`src/rtl/pcbe_pkg.sv`:
```
// Shared types, palette tables and codes for the palette cell bitmap encoder.
`timescale 1ns / 1ps

package pcbe_pkg;

   localparam int PAL_SIZE   = 16;
   localparam int ALT_SIZE   = 8;
   localparam int CELL_PIX   = 32;
   localparam int IDX_W      = 4;
   localparam int PIXCNT_W   = 5;
   localparam int SQ_W       = 16;
   localparam int DIST_W     = 18;
   localparam int COUNT_W    = 5;
   localparam int ROWS_W     = 64;

   // Bit pair codes of the multicolor bitmap
   localparam logic [1:0] CODE_BG    = 2'd0;
   localparam logic [1:0] CODE_SLOT0 = 2'd1;
   localparam logic [1:0] CODE_SLOT1 = 2'd2;
   localparam logic [1:0] CODE_SLOT2 = 2'd3;

   // Palette, packed as {red, green, blue}
   localparam logic [23:0] PAL_RGB [PAL_SIZE] = '{
      24'h000000, 24'hFFFFFF, 24'h68372B, 24'h70A4B2,
      24'h6F3D86, 24'h588D43, 24'h352879, 24'hB8C76F,
      24'h6F4F25, 24'h433900, 24'h9A6759, 24'h444444,
      24'h6C6C6C, 24'h9AD284, 24'h6C5EB5, 24'h959595
   };

   // Variant colors that map straight to a palette index
   localparam logic [23:0] ALT_RGB [ALT_SIZE] = '{
      24'h70A4B2, 24'h7ABFC7, 24'hAAFFEE, 24'h99E6F9,
      24'h959595, 24'hABABAB, 24'hBBBBBB, 24'hD2D2D2
   };

   localparam logic [IDX_W-1:0] ALT_IDX [ALT_SIZE] = '{
      4'd3, 4'd3, 4'd3, 4'd3, 4'd15, 4'd15, 4'd15, 4'd15
   };

   typedef enum logic [2:0] {
      S_IDLE,
      S_SEARCH,
      S_DRAIN,
      S_STORE,
      S_SCAN,
      S_EMIT
   } state_type;

   typedef struct packed {
      logic             load;
      logic             sq_en;
      logic [IDX_W-1:0] entry;
      logic             store;
      logic             scan_en;
      logic [IDX_W-1:0] scan_color;
      logic             emit;
   } cmd_type;

   typedef struct packed {
      logic last_pixel;
      logic out_free;
   } status_type;

endpackage

```
`src/rtl/pcbe_ctrl.sv`:
```
// Controller: sequences the palette search, index store, color scan and result emit.
`timescale 1ns / 1ps

module pcbe_ctrl (
   input  logic                 clock,
   input  logic                 reset,
   input  logic                 req_valid,
   output logic                 req_stall,
   input  pcbe_pkg::status_type status,
   output pcbe_pkg::cmd_type    cmd
);

   localparam logic [pcbe_pkg::IDX_W-1:0] LAST_ENTRY = pcbe_pkg::IDX_W'(pcbe_pkg::PAL_SIZE - 1);

   pcbe_pkg::state_type         state_ff, state_in;
   logic [pcbe_pkg::IDX_W-1:0]  cnt_ff, cnt_in;

   // State and counter registers
   always_ff @(posedge clock) begin
      if (reset) begin
         state_ff <= pcbe_pkg::S_IDLE;
         cnt_ff   <= '0;
      end else begin
         state_ff <= state_in;
         cnt_ff   <= cnt_in;
      end
   end

   // Next state and commands
   always_comb begin
      state_in       = state_ff;
      cnt_in         = cnt_ff;
      cmd            = '0;
      cmd.entry      = cnt_ff;
      cmd.scan_color = cnt_ff;
      req_stall      = 1'b1;
      case (state_ff)
         pcbe_pkg::S_IDLE: begin
            req_stall = 1'b0;
            cnt_in    = '0;
            if (req_valid) begin
               cmd.load = 1'b1;
               state_in = pcbe_pkg::S_SEARCH;
            end
         end
         pcbe_pkg::S_SEARCH: begin
            cmd.sq_en = 1'b1;
            cnt_in    = cnt_ff + 1'b1;
            if (cnt_ff == LAST_ENTRY) begin
               state_in = pcbe_pkg::S_DRAIN;
            end
         end
         pcbe_pkg::S_DRAIN: begin
            state_in = pcbe_pkg::S_STORE;
         end
         pcbe_pkg::S_STORE: begin
            cmd.store = 1'b1;
            cnt_in    = '0;
            state_in  = status.last_pixel ? pcbe_pkg::S_SCAN : pcbe_pkg::S_IDLE;
         end
         pcbe_pkg::S_SCAN: begin
            cmd.scan_en = 1'b1;
            cnt_in      = cnt_ff + 1'b1;
            if (cnt_ff == LAST_ENTRY) begin
               state_in = pcbe_pkg::S_EMIT;
            end
         end
         pcbe_pkg::S_EMIT: begin
            if (status.out_free) begin
               cmd.emit = 1'b1;
               state_in = pcbe_pkg::S_IDLE;
            end
         end
         default: begin
            state_in = pcbe_pkg::S_IDLE;
         end
      endcase
   end

endmodule

```
`src/rtl/pcbe_datapath.sv`:
```
// Datapath: distance unit, index store, color presence scan, cell encoder and output register.
`timescale 1ns / 1ps

module pcbe_datapath (
   input  logic                            clock,
   input  logic                            reset,
   input  pcbe_pkg::cmd_type               cmd,
   output pcbe_pkg::status_type            status,
   input  logic [7:0]                      req_red,
   input  logic [7:0]                      req_green,
   input  logic [7:0]                      req_blue,
   input  logic                            csr_write_enable,
   input  logic [3:0]                      csr_write_data,
   output logic                            rsp_valid,
   input  logic                            rsp_stall,
   output logic [pcbe_pkg::ROWS_W-1:0]     rsp_bitmap_rows,
   output logic [7:0]                      rsp_screen_byte,
   output logic [3:0]                      rsp_color_byte,
   output logic                            rsp_cell_fits,
   output logic [pcbe_pkg::COUNT_W-1:0]    rsp_color_count
);

   localparam logic [pcbe_pkg::PIXCNT_W-1:0] LAST_PIX =
      pcbe_pkg::PIXCNT_W'(pcbe_pkg::CELL_PIX - 1);

   // Background register
   logic [3:0] bg_ff;
   always_ff @(posedge clock) begin
      if (reset) begin
         bg_ff <= '0;
      end else if (csr_write_enable) begin
         bg_ff <= csr_write_data;
      end
   end

   // Pixel capture
   logic [7:0] pr_ff, pg_ff, pb_ff;
   always_ff @(posedge clock) begin
      if (cmd.load) begin
         pr_ff <= req_red;
         pg_ff <= req_green;
         pb_ff <= req_blue;
      end
   end

   // Exact match against the variant table
   logic                        alt_hit;
   logic [pcbe_pkg::IDX_W-1:0]  alt_idx;
   always_comb begin
      alt_hit = 1'b0;
      alt_idx = '0;
      for (int i = pcbe_pkg::ALT_SIZE - 1; i >= 0; i--) begin
         if (pcbe_pkg::ALT_RGB[i] == {pr_ff, pg_ff, pb_ff}) begin
            alt_hit = 1'b1;
            alt_idx = pcbe_pkg::ALT_IDX[i];
         end
      end
   end

   // Squaring stage: one palette entry per cycle
   logic [23:0] pal_sel;
   logic [7:0]  dr, dg, db;
   assign pal_sel = pcbe_pkg::PAL_RGB[cmd.entry];
   assign dr = (pr_ff > pal_sel[23:16]) ? pr_ff - pal_sel[23:16] : pal_sel[23:16] - pr_ff;
   assign dg = (pg_ff > pal_sel[15:8])  ? pg_ff - pal_sel[15:8]  : pal_sel[15:8]  - pg_ff;
   assign db = (pb_ff > pal_sel[7:0])   ? pb_ff - pal_sel[7:0]   : pal_sel[7:0]   - pb_ff;

   logic [pcbe_pkg::SQ_W-1:0]  sqr_ff, sqg_ff, sqb_ff;
   logic [pcbe_pkg::IDX_W-1:0] sq_idx_ff;
   logic                       sq_valid_ff;
   always_ff @(posedge clock) begin
      if (reset) begin
         sq_valid_ff <= 1'b0;
      end else begin
         sq_valid_ff <= cmd.sq_en;
      end
   end

   always_ff @(posedge clock) begin
      if (cmd.sq_en) begin
         sqr_ff    <= pcbe_pkg::SQ_W'(dr) * pcbe_pkg::SQ_W'(dr);
         sqg_ff    <= pcbe_pkg::SQ_W'(dg) * pcbe_pkg::SQ_W'(dg);
         sqb_ff    <= pcbe_pkg::SQ_W'(db) * pcbe_pkg::SQ_W'(db);
         sq_idx_ff <= cmd.entry;
      end
   end

   // Compare stage: keep the least distance, lowest index on ties
   logic [pcbe_pkg::DIST_W-1:0] sum_sq;
   logic [pcbe_pkg::DIST_W-1:0] best_ff;
   logic [pcbe_pkg::IDX_W-1:0]  best_idx_ff;
   assign sum_sq = pcbe_pkg::DIST_W'(sqr_ff) + pcbe_pkg::DIST_W'(sqg_ff)
                 + pcbe_pkg::DIST_W'(sqb_ff);

   always_ff @(posedge clock) begin
      if (sq_valid_ff && (sq_idx_ff == '0 || sum_sq < best_ff)) begin
         best_ff     <= sum_sq;
         best_idx_ff <= sq_idx_ff;
      end
   end

   // Index store, presence set and pixel counter
   logic [pcbe_pkg::IDX_W-1:0]    cell_idx_ff [pcbe_pkg::CELL_PIX];
   logic [pcbe_pkg::PAL_SIZE-1:0] present_ff;
   logic [pcbe_pkg::PIXCNT_W-1:0] pix_cnt_ff;
   logic [pcbe_pkg::IDX_W-1:0]    pix_idx;
   assign pix_idx = alt_hit ? alt_idx : best_idx_ff;

   always_ff @(posedge clock) begin
      if (cmd.store) begin
         cell_idx_ff[pix_cnt_ff] <= pix_idx;
      end
   end

   always_ff @(posedge clock) begin
      if (reset) begin
         present_ff <= '0;
         pix_cnt_ff <= '0;
      end else begin
         if (cmd.store) begin
            present_ff <= present_ff | (pcbe_pkg::PAL_SIZE'(1) << pix_idx);
            pix_cnt_ff <= pix_cnt_ff + 1'b1;
         end else if (cmd.emit) begin
            present_ff <= '0;
         end
      end
   end

   assign status.last_pixel = (pix_cnt_ff == LAST_PIX);

   // Color scan: count colors and pick the first three non-background ones
   logic [pcbe_pkg::COUNT_W-1:0] count_ff;
   logic [1:0]                   slot_n_ff;
   logic [pcbe_pkg::IDX_W-1:0]   slot0_ff, slot1_ff, slot2_ff;
   logic                         scan_hit;
   assign scan_hit = present_ff[cmd.scan_color];

   always_ff @(posedge clock) begin
      if (reset) begin
         count_ff  <= '0;
         slot_n_ff <= '0;
      end else if (cmd.emit) begin
         count_ff  <= '0;
         slot_n_ff <= '0;
      end else if (cmd.scan_en && scan_hit) begin
         count_ff <= count_ff + 1'b1;
         if (cmd.scan_color != bg_ff && slot_n_ff != 2'd3) begin
            slot_n_ff <= slot_n_ff + 1'b1;
         end
      end
   end

   always_ff @(posedge clock) begin
      if (cmd.scan_en && scan_hit && cmd.scan_color != bg_ff) begin
         case (slot_n_ff)
            2'd0:    slot0_ff <= cmd.scan_color;
            2'd1:    slot1_ff <= cmd.scan_color;
            2'd2:    slot2_ff <= cmd.scan_color;
            default: ;
         endcase
      end
   end

   // Cell encoder: pad empty slots with the background
   logic [pcbe_pkg::IDX_W-1:0]  s0, s1, s2;
   logic [pcbe_pkg::ROWS_W-1:0] rows;
   logic                        fits;
   assign s0 = (slot_n_ff > 2'd0) ? slot0_ff : bg_ff;
   assign s1 = (slot_n_ff > 2'd1) ? slot1_ff : bg_ff;
   assign s2 = (slot_n_ff > 2'd2) ? slot2_ff : bg_ff;
   assign fits = present_ff[bg_ff] ? (count_ff <= pcbe_pkg::COUNT_W'(4))
                                   : (count_ff <= pcbe_pkg::COUNT_W'(3));

   always_comb begin
      rows = '0;
      for (int k = 0; k < pcbe_pkg::CELL_PIX; k++) begin
         if (cell_idx_ff[k] == bg_ff) begin
            rows[pcbe_pkg::ROWS_W-1-2*k -: 2] = pcbe_pkg::CODE_BG;
         end else if (cell_idx_ff[k] == s0) begin
            rows[pcbe_pkg::ROWS_W-1-2*k -: 2] = pcbe_pkg::CODE_SLOT0;
         end else if (cell_idx_ff[k] == s1) begin
            rows[pcbe_pkg::ROWS_W-1-2*k -: 2] = pcbe_pkg::CODE_SLOT1;
         end else if (cell_idx_ff[k] == s2) begin
            rows[pcbe_pkg::ROWS_W-1-2*k -: 2] = pcbe_pkg::CODE_SLOT2;
         end else begin
            rows[pcbe_pkg::ROWS_W-1-2*k -: 2] = pcbe_pkg::CODE_SLOT0;
         end
      end
   end

   // Output register
   logic                          out_valid_ff;
   logic [pcbe_pkg::ROWS_W-1:0]   out_rows_ff;
   logic [7:0]                    out_screen_ff;
   logic [3:0]                    out_color_ff;
   logic                          out_fits_ff;
   logic [pcbe_pkg::COUNT_W-1:0]  out_count_ff;

   assign status.out_free = !out_valid_ff || !rsp_stall;

   always_ff @(posedge clock) begin
      if (reset) begin
         out_valid_ff <= 1'b0;
      end else if (cmd.emit) begin
         out_valid_ff <= 1'b1;
      end else if (!rsp_stall) begin
         out_valid_ff <= 1'b0;
      end
   end

   always_ff @(posedge clock) begin
      if (cmd.emit) begin
         out_rows_ff   <= rows;
         out_screen_ff <= {s0, s1};
         out_color_ff  <= s2;
         out_fits_ff   <= fits;
         out_count_ff  <= count_ff;
      end
   end

   assign rsp_valid       = out_valid_ff;
   assign rsp_bitmap_rows = out_rows_ff;
   assign rsp_screen_byte = out_screen_ff;
   assign rsp_color_byte  = out_color_ff;
   assign rsp_cell_fits   = out_fits_ff;
   assign rsp_color_count = out_count_ff;

endmodule

```
`src/rtl/palette_cell_bitmap_encoder_core.sv`:
```
// Top level of the palette cell bitmap encoder: controller plus datapath.
//
// Usage: send the left pixel of each pixel pair of one 8x8 cell, 32 RGB requests in
// row order, on the req_ channel (valid/stall). Each pixel is mapped to a 16-entry
// palette index: variant table exact match first, else least squared distance.
// After the 32nd pixel one result appears on the rsp_ channel: bitmap rows, screen
// byte, color byte, fits flag and color count. Other pixels give no result.
// Pixels are taken one at a time: accept, one pass per palette entry through the shared
// squaring unit, a compare step, a store step; the palette search is the limit.
// After the 32nd pixel's store, a presence scan over the palette entries and the
// combinational encoder load the output register once it is free; rsp_valid comes
// from that register.
// csr_write_enable/csr_write_data set the background index; write only while idle.
// While the result waits under rsp_stall the next cell's pixels are still taken; a
// further cell result waits in the controller until the output register frees.
// Reset (synchronous, active high) clears background, presence set, pixel count
// and the output valid.
`timescale 1ns / 1ps

module palette_cell_bitmap_encoder_core (
   input  logic                         clock,
   input  logic                         reset,
   input  logic                         req_valid,
   output logic                         req_stall,
   input  logic [7:0]                   req_red,
   input  logic [7:0]                   req_green,
   input  logic [7:0]                   req_blue,
   output logic                         rsp_valid,
   input  logic                         rsp_stall,
   output logic [pcbe_pkg::ROWS_W-1:0]  rsp_bitmap_rows,
   output logic [7:0]                   rsp_screen_byte,
   output logic [3:0]                   rsp_color_byte,
   output logic                         rsp_cell_fits,
   output logic [pcbe_pkg::COUNT_W-1:0] rsp_color_count,
   input  logic                         csr_write_enable,
   input  logic [3:0]                   csr_write_data
);

   pcbe_pkg::cmd_type    cmd;
   pcbe_pkg::status_type status;

   // Sequencer
   pcbe_ctrl u_ctrl (
      .clock     (clock),
      .reset     (reset),
      .req_valid (req_valid),
      .req_stall (req_stall),
      .status    (status),
      .cmd       (cmd)
   );

   // Datapath
   pcbe_datapath u_datapath (
      .clock            (clock),
      .reset            (reset),
      .cmd              (cmd),
      .status           (status),
      .req_red          (req_red),
      .req_green        (req_green),
      .req_blue         (req_blue),
      .csr_write_enable (csr_write_enable),
      .csr_write_data   (csr_write_data),
      .rsp_valid        (rsp_valid),
      .rsp_stall        (rsp_stall),
      .rsp_bitmap_rows  (rsp_bitmap_rows),
      .rsp_screen_byte  (rsp_screen_byte),
      .rsp_color_byte   (rsp_color_byte),
      .rsp_cell_fits    (rsp_cell_fits),
      .rsp_color_count  (rsp_color_count)
   );

endmodule

```
`config.mk`:
```
export PLATFORM = sky130hd
export DESIGN_NAME = palette_cell_bitmap_encoder_core
export DESIGN_NICKNAME = d
export VERILOG_FILES = /design/src/rtl/pcbe_pkg.sv /design/src/rtl/pcbe_ctrl.sv /design/src/rtl/pcbe_datapath.sv /design/src/rtl/palette_cell_bitmap_encoder_core.sv
export SDC_FILE = /design/constraint.sdc
export NUM_CORES = 1
export LEC_CHECK = 0
export BUFFER_PORTS_ARGS = -buffer_cell sky130_fd_sc_hd__clkbuf_2
export CORE_MARGIN = 5
export CORE_UTILIZATION = 55
export CTS_BUF_LIST = sky130_fd_sc_hd__clkbuf_8
export CTS_CLUSTER_DIAMETER = 100
export DETAILED_ROUTE_END_ITERATION = 7
export PLACE_DENSITY_LB_ADDON = 0.08
export SYNTH_ARGS = -nofsm -noshare
export SYNTH_HDL_FRONTEND = slang
export SYNTH_SLANG_ARGS = --single-unit
```
`constraint.sdc`:
```
create_clock -name clock -period 7.4 [get_ports clock]
set_input_delay 0.37 -clock clock [delete_from_list [all_inputs] [get_ports clock]]
set_output_delay 0.37 -clock clock [all_outputs]
set_load 0.05 [all_outputs]
```
* Word level (Yosys, flattened, before mapping)
Memories as Yosys holds them, arrays and structs flattened.
Index checks and enable logic that the tools add are counted.
** Operators by class
- $add $sub $neg :: 12
- Divide/modulo/power cells :: 0
- Multiplexer cells :: 147
- Equality and inequality tests :: 152
- Shift operators :: 1
- Reductions and logical operators :: 53
- $lt $le $gt $ge :: 12
- Multipliers :: 3
- Bitwise operators :: 2
** Operators by type and width (count)
- == test 4 bit :: 128
- == test 24 bit (first input constant) :: 6
- two-way mux 2 bit :: 64
- OR reduction 2 bit :: 35
- two-way mux 1 bit :: 55
- == test 23 x 24 -> 1 bit (first input constant) :: 2
- multiplier 8 x 8 -> 16 bit :: 3
- two-way mux 24 bit :: 2
- two-way mux 4 bit :: 12
- subtractor 8 bit :: 6
- two-way mux 16 bit :: 2
- greater-than comparator 8 bit :: 3
- two-way mux 8 bit :: 3
- adder 18 x 16 -> 18 bit :: 1
- < comparator 18 bit :: 1
- case mux 3 bit (6 select lines) :: 1
- adder 16 x 16 -> 17 bit :: 1
- OR 16 bit :: 1
- << shifter 1 x 4 -> 16 bit (first input constant) :: 1
- two-way mux 3 bit :: 5
- adder 5 x 1 -> 5 bit (second input constant) :: 2
- < comparator 4 x 5 -> 1 bit (second input constant) :: 2
- binary-select mux 1 bit (select 4 bit) :: 2
- case mux 4 bit (2 select lines) :: 1
- other kinds (27) :: 43
** Word-level totals
- Latch bits :: 0
- Memories kept :: 2
- Bits in registers :: 233
- Memory bits (writable) :: 128
- Logic and storage cells :: 473
- Memory bits (read-only) :: 384
** Memories
- (name not given) :: words 16, bits a word 24, read ports 1, clocked after memory_dff 0, wr ports 0, RTL line pcbe_datapath.sv:63 : assign pal_sel = pcbe_pkg::PAL_RGB[cmd.entry];
- u_datapath.cell_idx_ff :: words 32, bits a word 4, read ports 32, clocked after memory_dff 0, wr ports 1, RTL line pcbe_datapath.sv:103 : logic [pcbe_pkg::IDX_W-1:0] cell_idx_ff [pcbe_pkg::CELL_PIX];

* Depth between registers and ports, before layout
Gate-level depths: netlist of the first run.
- Depth in word-level cells :: 13
- Depth in mapped cells :: 37

* Hierarchy
Synthesis of the first run repeated with hierarchy kept, for this count alone.
** Unflattened totals
- Cells, all modules :: 2624
- Area, all modules :: 27527.7 sq um
** Modules (own cells, without submodules)
- pcbe_datapath :: sequential area each 10199.8 sq um, cells an instance 2564, instances 1, area an instance 27044.7 sq um
- pcbe_ctrl :: sequential area each 140.1 sq um, cells an instance 60, instances 1, area an instance 483.0 sq um

* Worst setup path before layout of the first run
No wires, ideal clock.
- Path kind :: reg-to-reg
- From :: register u_ctrl.cnt_ff[1] (netlist bit)
- To :: register u_datapath.sqr_ff[15] (netlist bit), data pin
- Clock period less this slack :: 7.664 ns
- Buffers on the path :: 5
- Data arrival time :: 7.402 ns
- Stages on the path, launching flop included :: 37
- Library setup time :: 0.262 ns
- Slack :: -0.264 ns
- Path through :: dfxtp_1 -> buf_2 -> clkbuf_1 -> inv_1 -> ha_1 -> nor2_1 -> a21oi_1 -> nor2_1 -> a21oi_1 -> ha_1 -> buf_2 -> nand3_2 -> or3_1 -> buf_2 -> a311oi_1 -> o311ai_1 -> nand2_1 -> o211ai_2 -> or2_1 -> buf_2 -> inv_2 -> nand2_1 -> fa_1 -> inv_1 -> fa_1 -> inv_1 -> fa_1 -> fa_1 -> inv_1 -> ha_1 -> or3_1 -> o211ai_1 -> nand3_1 -> o21ai_0 -> nand2b_1 -> a21oi_1 -> xor2_1
** Between the ends
- Cells in the longest elaborated chain, start to end :: 7
- Elaborated cells between the ends (all ways) :: 9
- Those cells by class :: 2 x add/sub; 1 x mul; 1 x order compare; 3 x mux; 1 x bitwise; 1 x memory
** Ends and longest elaborated chain
- start, declared :: RTL line pcbe_ctrl.sv:16 : logic [pcbe_pkg::IDX_W-1:0] cnt_ff, cnt_in;
- start signal, assigned :: RTL line pcbe_ctrl.sv:25 : cnt_ff <= cnt_in;
- inverter 4 -> 5 bit (not written as such) (*) :: RTL line pcbe_datapath.sv:63
- memory read (16 x 24 bit) (*)
- two-way mux 24 bit (not written as such) (*) (2 in series) :: RTL line pcbe_datapath.sv:63
- subtractor 8 bit / greater-than comparator 8 bit (equally long branches) :: RTL line pcbe_datapath.sv:64 : assign dr = (pr_ff > pal_sel[23:16]) ? pr_ff - pal_sel[23:16] : pal_sel[23:16] - pr_ff;
- two-way mux 8 bit (*) :: RTL line pcbe_datapath.sv:64
- multiplier 8 x 8 -> 16 bit (*) :: RTL line pcbe_datapath.sv:81 : sqr_ff <= pcbe_pkg::SQ_W'(dr) * pcbe_pkg::SQ_W'(dr);
- end signal, assigned :: RTL line pcbe_datapath.sv:81
- end, declared :: RTL line pcbe_datapath.sv:68 : logic [pcbe_pkg::SQ_W-1:0] sqr_ff, sqg_ff, sqb_ff;
Mark *: on every way between the ends. The rest lies on a longest branch, timed or not. The select of a mux whose other input is x is not followed.
A chain may end at the register's enable or synchronous reset.

* Final worst setup path of the first run
- From :: register u_ctrl.cnt_ff[0] (netlist bit)
- To :: register u_datapath.sqr_ff[15] (netlist bit), data pin
The elaborated chain is that of the path after synthesis.

==> results.cfg, run 1 <==
[clock_network]
worstSkewPairLatency_ns = 0.64
numCtsBuffers = 66
cts_max_level = 3
cts_tree = done
clk_path_buf_depth = 3
cts-root-buf = clkbuf_8
cts_sinks = 358
clk_pin_slew_ns = 0.06

[pwr]
ir_drop_uv = 1390
power.density_mw_per_mm2 = 540
p_leak_nw = 12.9

[global_routing]
grt_pass1_vias = 21500
grt_max_degree = 52
grt_overflow_total = 0
grt.total_usage_pct = 25.7
grt_pass1_wl_um = 112000
antenna_found_initial = 0

[critical_path]
cp_common_cell = fa_1
startpoint_type = register
critPathKind = register to register
slowest_stage = fa_1
r2r_end = u_datapath.sqr_ff[15]
path_max_fanout = 5
worstReg2RegStart = u_ctrl.cnt_ff[0]
rr_worst_depth = 29
slowest_delay_ns = 0.52
required_ns = 7.77
arrival_ns = 7.45
reg2reg_setup_slack_ns = 0.33
endpoint_kind = register

[drt]
dr.pass1.iters = 5
vias = 20700
post_drt_wl_per_cell_um = 19.8
wl_um = 71300
antenna_left = 0
drt-initial-drc-count = 1150
drc_errors = 0
vias_per_cell = 5.76

[min_path]
min_from = csr_write_data[2]
holdPathStages = 3
hold_class = input port to register
holdPathEnd = u_datapath.bg_ff[2]

[job]
cap_violations = 0

[cells_and_area]
num_antenna_cells = 0
drive_gt1_share_pct = 13.6
final_common_cell = xor2_1
fill_cells = 4099
layout.cells.most_common_list = xor2_1, edfxtp_1, inv_1
area_delta_synth_final_pct = 13.1
nets = 3191

[timing]
setup_tns_ns = 0
slew_headroom_pct = 22.7
worstMarginPinSlew_ns = 1.16
layout_worst_path_cycle_share_pct = 95.6
setup_viol = 0
skew_ns = 0.0461
max_freq_ghz = 0.141
report.final.hold_viol_count = 0
fin_crit_ns = 7.07
fin_ws_ns = 0.328
slew_viol_final = 0

[logic_synthesis]
yosys_most_used_dff = edfxtp_1
synth_cell_types = 92
ys_async_sr_fraction_pct = 0
synth_edf_count = 317
synth_cells = 2671
syn_nets = 2990
yosysTopAreaCell = edfxtp_1
avgSynthCellArea_um2 = 10.4
yosys_warnings = 0
netlist.area_leader.share_pct = 34.4
netlist_area_mm2 = 0.0277
synth_area_leaders = edfxtp_1, xor2_1, ha_1
seq_area_frac_synth_pct = 37.4
ys_seq_elements = 358

[placed_design]
dp_hpwl_um = 48900
portBuffers = 116
pre_cts_ws_ns = -0.121
gp_congestion = 0.898

[die]
initial_core_util_pct = 55.4
rows = 82
die_width_um = 234
die_h_um = 234
core_mm2 = 0.0500
io_pins = 117
die-area_mm2 = 0.0549

[outcome]
outcome = finished, final reports clean
==> layout make-up <==
class	count	area, um^2	share of cell area (%)
multi-input combinational	1961	16400	52.2
sequential	358	10300	33.0
timing repair buffer	231	1530	4.90
clock buffer	70	963	3.08
inverter	254	953	3.04
tap	672	841	2.68
clock inverter	50	322	1.03
==> cells in the mapped netlist (4+ instances only) <==
library cell,count
buf_1,12
xor2_1,415
o41ai_1,33
edfxtp_1,317
nor4b_1,4
a21o_1,23
ha_1,204
buf_2,22
a211o_1,5
o2111ai_1,4
nand3b_1,6
or2_2,9
a21oi_1,110
o31ai_1,5
a41oi_1,37
and2_1,12
o21a_1,22
o21ai_0,66
nand4b_1,6
nor4_1,70
nor2b_1,30
nand2_1,89
nor3_1,32
dfxtp_1,41
mux4_2,10
and3_1,6
o211ai_1,17
a211oi_1,9
inv_1,250
or3_1,14
fa_1,82
mux2i_1,35
nand3_1,27
nand2b_1,17
clkbuf_1,62
xnor2_1,192
nand4_1,48
inv_2,4
a31o_2,4
nor2_1,238
mux2_2,5
a31oi_1,7
==> cells by family after synthesis <==
| group | share of synthesized area, % |
|---|---|
| adder cells (fa/ha/maj) | 15.2 |
| AO/OA/AOI/OAI | 9.79 |
| multiplexers | 2.34 |
| buffers and inverters | 4.91 |
| AND/OR/NAND/NOR | 11.1 |
| flip-flops | 37.4 |
| XOR/XNOR | 19.4 |
==> routing by layer <==
metal | vias to the layer above | wire [um] | track usage (%)
met5 | - | 0 | 0
met4 | 0 | 2230 | 9.62
met3 | 186 | 3920 | 4.50
met2 | 611 | 37300 | 47.0
met1 | 10200 | 27800 | 30.1
li1 | 9741 | - | -
==> report_power, final <==
| group | internal [mW] | total, mW | switching, mW |
|---|---|---|---|
| sequential | 3.13 | 3.23 | 0.102 |
| combinational | 5.18 | 11.8 | 6.64 |
| clock | 1.02 | 1.87 | 0.851 |
==> how the worst max path moves through the flow <==
stage / depth (start not counted) / slack, ns / end / startpoint
detailed placement: 26 / -0.12 / u_datapath.sqb_ff[12] / u_ctrl.cnt_ff[0]
CTS: 32 / 0.05 / u_datapath.sqr_ff[15] / u_ctrl.cnt_ff[0]
global placement: 26 / 0.007 / u_datapath.sqb_ff[12] / u_ctrl.cnt_ff[0]
floorplan: 36 / 0.03 / u_datapath.sqr_ff[15] / u_ctrl.cnt_ff[1]
finish: 29 / 0.33 / u_datapath.sqr_ff[15] / u_ctrl.cnt_ff[0]
global route: 31 / -0.02 / u_datapath.sqr_ff[15] / u_ctrl.cnt_ff[0]
==> per-stage QoR <==
stage          power [mW]  area, um^2  hold slack [ns]  std cells  utilization [%]
2_1_floorplan        12.3       27700            0.427       2671                -
5_1_grt              18.7       31300           0.0609       3596             62.7
6_report             16.9       31300           0.0462       3596             62.7
3_3_place_gp         14.7       29500            0.437       3439             59.0
4_1_cts              16.9       31000          0.00759       3585             62.1
3_5_place_dp         14.9       29500            0.438       3439             59.0
==> worst max-delay path, delay by kind of cell, from the launching register on <==
family	cells	cell delay [ns]
AO/OA/AOI/OAI	5	0.83
adder cells (fa/ha/maj)	7	2.63
multiplexers	1	0.30
flip-flops	1	0.34
buffers and inverters	6	0.67
XOR/XNOR	1	0.07
AND/OR/NAND/NOR	9	1.98
==> flip-flops by register name, indices dropped and copies added (netlist names), 5 cells and up <==
name and flops:
u_datapath.rsp_bitmap_rows 64, u_datapath.sqr_ff 15, u_datapath.rsp_color_count 5, u_datapath.cell_idx_ff 128, u_datapath.pix_cnt_ff 5, u_datapath.present_ff 16, u_datapath.count_ff 5, u_datapath.rsp_screen_byte 8
u_datapath.pb_ff 8, u_datapath.sqb_ff 15, u_datapath.pr_ff 8, u_datapath.sqg_ff 15, u_datapath.pg_ff 8, u_datapath.best_ff 18
==> repair_timing <==
item	4_1_cts	5_1_grt
resized for setup	1	43
endpoints found under the hold margin	26	0
setup endpoints to repair	4	15
setup buffers	0	11
hold buffers	26	0
pin swaps	0	15
cloned	0	0
Power figures use the tool's default switching activity.
==> run 2: changes to the inputs <==
==> constraint.sdc (replaced) <==
create_clock -name clock -period 7.6 [get_ports clock]
set_input_delay 0.38 -clock clock [delete_from_list [all_inputs] [get_ports clock]]
set_output_delay 0.38 -clock clock [all_outputs]
set_load 0.05 [all_outputs]
==> run 2 against run 1 <==
  * Critical path depth stayed put
  * Cell count is 1.4% lower
  * Critical path type unchanged
  * Highest routed layer unchanged
  * Worst setup slack better by 0.013 ns
  * Wire length is 1.0% lower
  * Largest power group unchanged
==> results.cfg, run 2 (same netlist as run 1, synthesis figures left out) <==
[drt]
wl_um = 70500
post_drt_wl_per_cell_um = 19.9
vias = 20300
antenna_left = 0
dr.pass1.iters = 5
vias_per_cell = 5.73
drt-initial-drc-count = 1258
drc_errors = 0

[die]
io_pins = 117
initial_core_util_pct = 55.4
die_h_um = 234
core_mm2 = 0.0500
die-area_mm2 = 0.0549
die_width_um = 234
rows = 82

[critical_path]
required_ns = 7.99
critPathKind = register to register
endpoint_kind = register
slowest_stage = o31ai_1
startpoint_type = register
cp_common_cell = fa_1
arrival_ns = 7.65
slowest_delay_ns = 0.65
path_max_fanout = 9

[cells_and_area]
largest_register_ffs = 128
area_delta_synth_final_pct = 11.5
nets = 3151
multiInputGateArea_mm2 = 0.0162
largest-register = u_datapath.cell_idx_ff
layout.cells.most_common_list = xor2_1, edfxtp_1, inv_1
register_area_mm2 = 0.0103
num_antenna_cells = 0
fill_cells = 4140
drive_gt1_share_pct = 12.0
final_common_cell = xor2_1

[clock_network]
cts_tree = done
clk_pin_slew_ns = 0.07
clk_path_buf_depth = 3
numCtsBuffers = 59
cts_sinks = 358
cts_max_level = 2
cts-root-buf = clkbuf_8
worstSkewPairLatency_ns = 0.66

[placed_design]
portBuffers = 116
gp_congestion = 0.923
dp_hpwl_um = 48400

[global_routing]
grt.total_usage_pct = 25.3
antenna_found_initial = 0
grt_pass1_wl_um = 110000
grt_overflow_total = 0
grt_max_degree = 52
grt_pass1_vias = 21000

[timing]
fin_crit_ns = 7.26
holdWs_ns = 0.0546
skew_ns = 0.0247
worstMarginPinSlew_ns = 1.17
slew_viol_final = 0
setup_viol = 0
slew_headroom_pct = 20.5
layout_worst_path_cycle_share_pct = 95.5
report.final.hold_viol_count = 0
max_freq_ghz = 0.138

[pwr]
power_mw = 16.0
p_leak_nw = 12.6
power.density_mw_per_mm2 = 519
ir_drop_uv = 1110

[job]
cap_violations = 0

[min_path]
hold_class = input port to register

[outcome]
outcome = finished, final reports clean
-- run 2: area by class of cell --
class	count	share of cell area (%)
Clock inverter	41	1.02
Tap cell	672	2.72
Inverter	254	3.09
Multi-Input combinational cell	1961	52.6
Clock buffer	63	2.81
Timing Repair Buffer	198	4.18
Sequential cell	358	33.5
-- run 2: critical path: cells and delay by family (launching register included) --
| kind | cells | cell delay [ns] |
|---|---|---|
| buffers and inverters | 5 | 0.42 |
| flip-flops | 1 | 0.35 |
| AND/OR/NAND/NOR | 9 | 1.68 |
| adder cells (fa/ha/maj) | 7 | 2.67 |
| AO/OA/AOI/OAI | 7 | 1.78 |
| XOR/XNOR | 1 | 0.09 |
-- run 2: power by group --
group          internal [mW]  total (mW)  switching (mW)
sequential              3.05        3.15           0.101
combinational           4.90        11.1            6.25
clock                  0.934        1.72           0.791
total                   8.88        16.0            7.14
-- run 2: through the flow --
step / utilization [%] / setup slack, ns / instances / TNS [ns] / instance area [um^2]
3_5_place_dp: 58.5 / 0.0899 / 3408 / 0 / 29200
2_1_floorplan: - / 0.0551 / 2671 / 0 / 27700
6_report: 61.8 / 0.341 / 3547 / 0 / 30900
4_1_cts: 61.5 / 0.0495 / 3540 / 0 / 30700
5_1_grt: 61.8 / -0.0126 / 3547 / -0.0196 / 30900
3_3_place_gp: 58.5 / 0.179 / 3408 / 0 / 29200
-- run 2: metal layers --
metal / vias to the layer above / routed length (um) / GRT usage [%]
li1: 9643 / - / -
met3: 189 / 3520 / 3.28
met1: 9916 / 28900 / 31.1
met2: 585 / 35800 / 45.9
met5: - / 0 / 0
met4: 0 / 2310 / 8.72
-- run 2: path summary, 6_finish.rpt --
check	to	from	cells after the start	slack, ns
setup / recovery	u_datapath.sqr_ff[15]	u_ctrl.cnt_ff[0]	29	0.34
hold / removal	u_datapath.rsp_valid	rsp_stall	3	0.05
setup reg to reg	u_datapath.sqr_ff[15]	u_ctrl.cnt_ff[0]	29	0.34
hold reg to reg	u_datapath.best_idx_ff[3]	u_datapath.sq_idx_ff[3]	0	0.47
-- run 2: timing repair --
action / CTS / global route
gates resized for setup: 0 / 29
buffers inserted: 0 / 7
setup endpoints to repair: 0 / 15
hold buffers: 28 / 0
endpoints found under the hold margin: 28 / 0
==> run 3: changes to the inputs <==
--- a/config.mk
+++ b/config.mk
@@ -6,12 +6,16 @@
 export NUM_CORES = 1
 export LEC_CHECK = 0
 export BUFFER_PORTS_ARGS = -buffer_cell sky130_fd_sc_hd__clkbuf_2
+export CELL_PAD_IN_SITES_DETAIL_PLACEMENT = 0
+export CELL_PAD_IN_SITES_GLOBAL_PLACEMENT = 1
 export CORE_MARGIN = 5
-export CORE_UTILIZATION = 55
+export CORE_UTILIZATION = 52
 export CTS_BUF_LIST = sky130_fd_sc_hd__clkbuf_8
 export CTS_CLUSTER_DIAMETER = 100
 export DETAILED_ROUTE_END_ITERATION = 7
+export MAX_ROUTING_LAYER = met4
 export PLACE_DENSITY_LB_ADDON = 0.08
 export SYNTH_ARGS = -nofsm -noshare
 export SYNTH_HDL_FRONTEND = slang
+export SYNTH_HIERARCHICAL = 1
 export SYNTH_SLANG_ARGS = --single-unit
==> run 3 against run 2 <==
  * First-iteration DRC count shrank 12%
  * Wire length down 1.1%
  * Fmax is 0.28% higher
  * Critical path depth down 1
  * Cell area increased by 1.1%
  * Global-route usage is 0.69 points lower
  * Die area rose by 4.9%
  * Non-clock buffer count grew 41
  * Critical path type unchanged
==> results.cfg, run 3 <==
[outcome]
outcome = finished, final reports clean

[drt]
vias_per_cell = 5.57
vias = 19900
wl_um = 69800
drt-initial-drc-count = 1105
dr.pass1.iters = 5
drc_errors = 0
post_drt_wl_per_cell_um = 19.5
antenna_left = 0

[global_routing]
grt_max_degree = 60
grt_pass1_vias = 20600
grt.total_usage_pct = 24.6
antenna_found_initial = 1
grt_pass1_wl_um = 109000
grt_overflow_total = 0

[die]
initial_core_util_pct = 52.4
rows = 84
io_pins = 117
die_width_um = 240
die_h_um = 240
core_mm2 = 0.0526
die-area_mm2 = 0.0576

[critical_path]
startpoint_type = register
endpoint_kind = register
reg2reg_setup_slack_ns = 0.36
path_max_fanout = 7
slowest_delay_ns = 0.55
required_ns = 7.95
rr_worst_depth = 28
worstReg2RegStart = u_ctrl/cnt_ff[0]
critPathKind = register to register
cp_common_cell = fa_1
r2r_end = u_datapath/sqb_ff[15]
arrival_ns = 7.59
slowest_stage = fa_1

[cells_and_area]
multiInputGateArea_mm2 = 0.0163
final_common_cell = xor2_1
area_delta_synth_final_pct = 13.4
register_area_mm2 = 0.0104
final_cells = 3580
drive_gt1_share_pct = 14.7
layout.cells.most_common_list = xor2_1, edfxtp_1, inv_1
nets = 3156
largest_register_ffs = 128
fill_cells = 4488
final_core_util_pct = 59.4
largest-register = u_datapath/cell_idx_ff

[min_path]
hold_class = input port to register
holdPathEnd = u_datapath/bg_ff[1]
min_from = csr_write_enable
holdPathStages = 3

[logic_synthesis]
synth_cell_types = 88
synth-simple-area-share_pct = 12.3
ys_seq_elements = 358
synth_compound_area_share_pct = 7.98
yosys_warnings = 6
yosysMostFrequentCell = xor2_1
ys_async_sr_fraction_pct = 0
synth_fa_ha_area_share_pct = 15.6
synth_area_leaders = edfxtp_1, xor2_1, ha_1
yosys_most_used_dff = edfxtp_1
netlist_area_mm2 = 0.0275
synth_top_family_by_area = XOR/XNOR gates
yosysTopAreaCell = edfxtp_1
synth_xor_area_share_pct = 19.2
seq_area_frac_synth_pct = 37.6
synthMuxAreaShare_pct = 2.45
synth_commonest_cells = xor2_1, edfxtp_1, inv_1
synth_edf_count = 317
avgSynthCellArea_um2 = 10.5
netlist.area_leader.share_pct = 34.6
synth_cells = 2624

[placed_design]
placed_cells = 3414
pre_cts_ws_ns = -0.0248
dp_hpwl_um = 48000
portBuffers = 116
gp_congestion = 0.872

[timing]
slew_viol_final = 0
layout_worst_path_cycle_share_pct = 95.2
report.final.hold_viol_count = 0
slew_headroom_pct = 22.0
max_freq_ghz = 0.138
fin_ws_ns = 0.361
fin_crit_ns = 7.24
setup_viol = 0
setup_tns_ns = 0
skew_ns = 0.0434
worstMarginPinSlew_ns = 1.17

[clock_network]
numCtsBuffers = 67
clk_pin_slew_ns = 0.05
clk_path_buf_depth = 3
worstSkewPairLatency_ns = 0.64
cts-root-buf = clkbuf_8
cts_max_level = 3
cts_tree = done
cts_sinks = 358

[job]
cap_violations = 0
## run 3: changes by cell type in the layout (fill, tap and decap cells not counted), sizes merged, moves of 6 or more
cell    before  now
nor4        70   76
buf         54   92
ha         204  189
nor2       238  217
o41ai       33    5
nand2b      17   46
fa          82   96
or2         12   21
and3         6   12
o21a        22    8
nor3b        0    7
clkbuf     179  189
a21oi      112  104
## run 3: layout make-up
class / instances / area share, %
timing repair buffer: 239 / 5.20
clock inverter: 50 / 0.766
inverter: 236 / 2.84
antenna: 1 / 0.00802
multi-input combinational: 1936 / 52.1
tap: 688 / 2.76
sequential: 358 / 33.2
clock buffer: 72 / 3.18
## run 3: critical path, delay by kind of cell (launching register included)
family | cells | cell delay [ns]
fa+ha+maj | 7 | 2.90
simple gates | 9 | 1.86
mux | 2 | 0.66
compound gates | 4 | 0.51
buf+inv | 5 | 0.48
flops | 1 | 0.39
xor+xnor | 1 | 0.15
## run 3: what timing repair did
action | CTS | global route
hold endpoints to repair | 30 | 0
gates cloned | 0 | 1
gates resized for setup | 2 | 63
endpoints found under the setup margin | 1 | 15
hold buffers | 30 | 0
setup buffers | 0 | 12
pin swaps | 0 | 17
## run 3: cells by family (layout without fill, tap and decap cells)
group	count (synthesis)	count (layout)
simple gates	660	660
xor+xnor	601	601
flops	358	358
buf+inv	333	597
compound gates	332	332
fa+ha+maj	285	285
mux	53	53
other cells	2	6
## run 3: routing by layer
| layer | GRT usage [%] | vias to the layer above | wire length, um |
|---|---|---|---|
| li1 | - | 9518 | - |
| met1 | 27.9 | 9672 | 27900 |
| met2 | 44.0 | 557 | 36100 |
| met3 | 3.30 | 178 | 3330 |
| met4 | 10.0 | 0 | 2390 |
| met5 | - | - | 0 |
## run 3: worst max-delay path by stage
stage / slack [ns] / from / endpoint
after floorplan: 0.08 / u_ctrl/cnt_ff[0] / u_datapath/sqg_ff[15]
after global placement: 0.06 / u_ctrl/cnt_ff[0] / u_datapath/sqg_ff[15]
after detailed placement: -0.02 / u_ctrl/cnt_ff[0] / u_datapath/sqg_ff[15]
after CTS: 0.006 / u_ctrl/cnt_ff[0] / u_datapath/sqg_ff[15]
after global routing: -0.01 / u_ctrl/cnt_ff[1] / u_datapath/sqr_ff[15]
final: 0.36 / u_ctrl/cnt_ff[0] / u_datapath/sqb_ff[15]
## run 3: metrics by stage
stage	hold slack, ns	cell area, um^2
6_report	0.0910	31200
5_1_grt	0.0892	31200
4_1_cts	0.0347	30900
3_5_place_dp	0.452	29300
3_3_place_gp	0.443	29300
2_1_floorplan	0.427	27500
Power of run 3 is not shown: default switching activity piles up to over one toggle a cycle in this logic, so the estimate is an artifact.
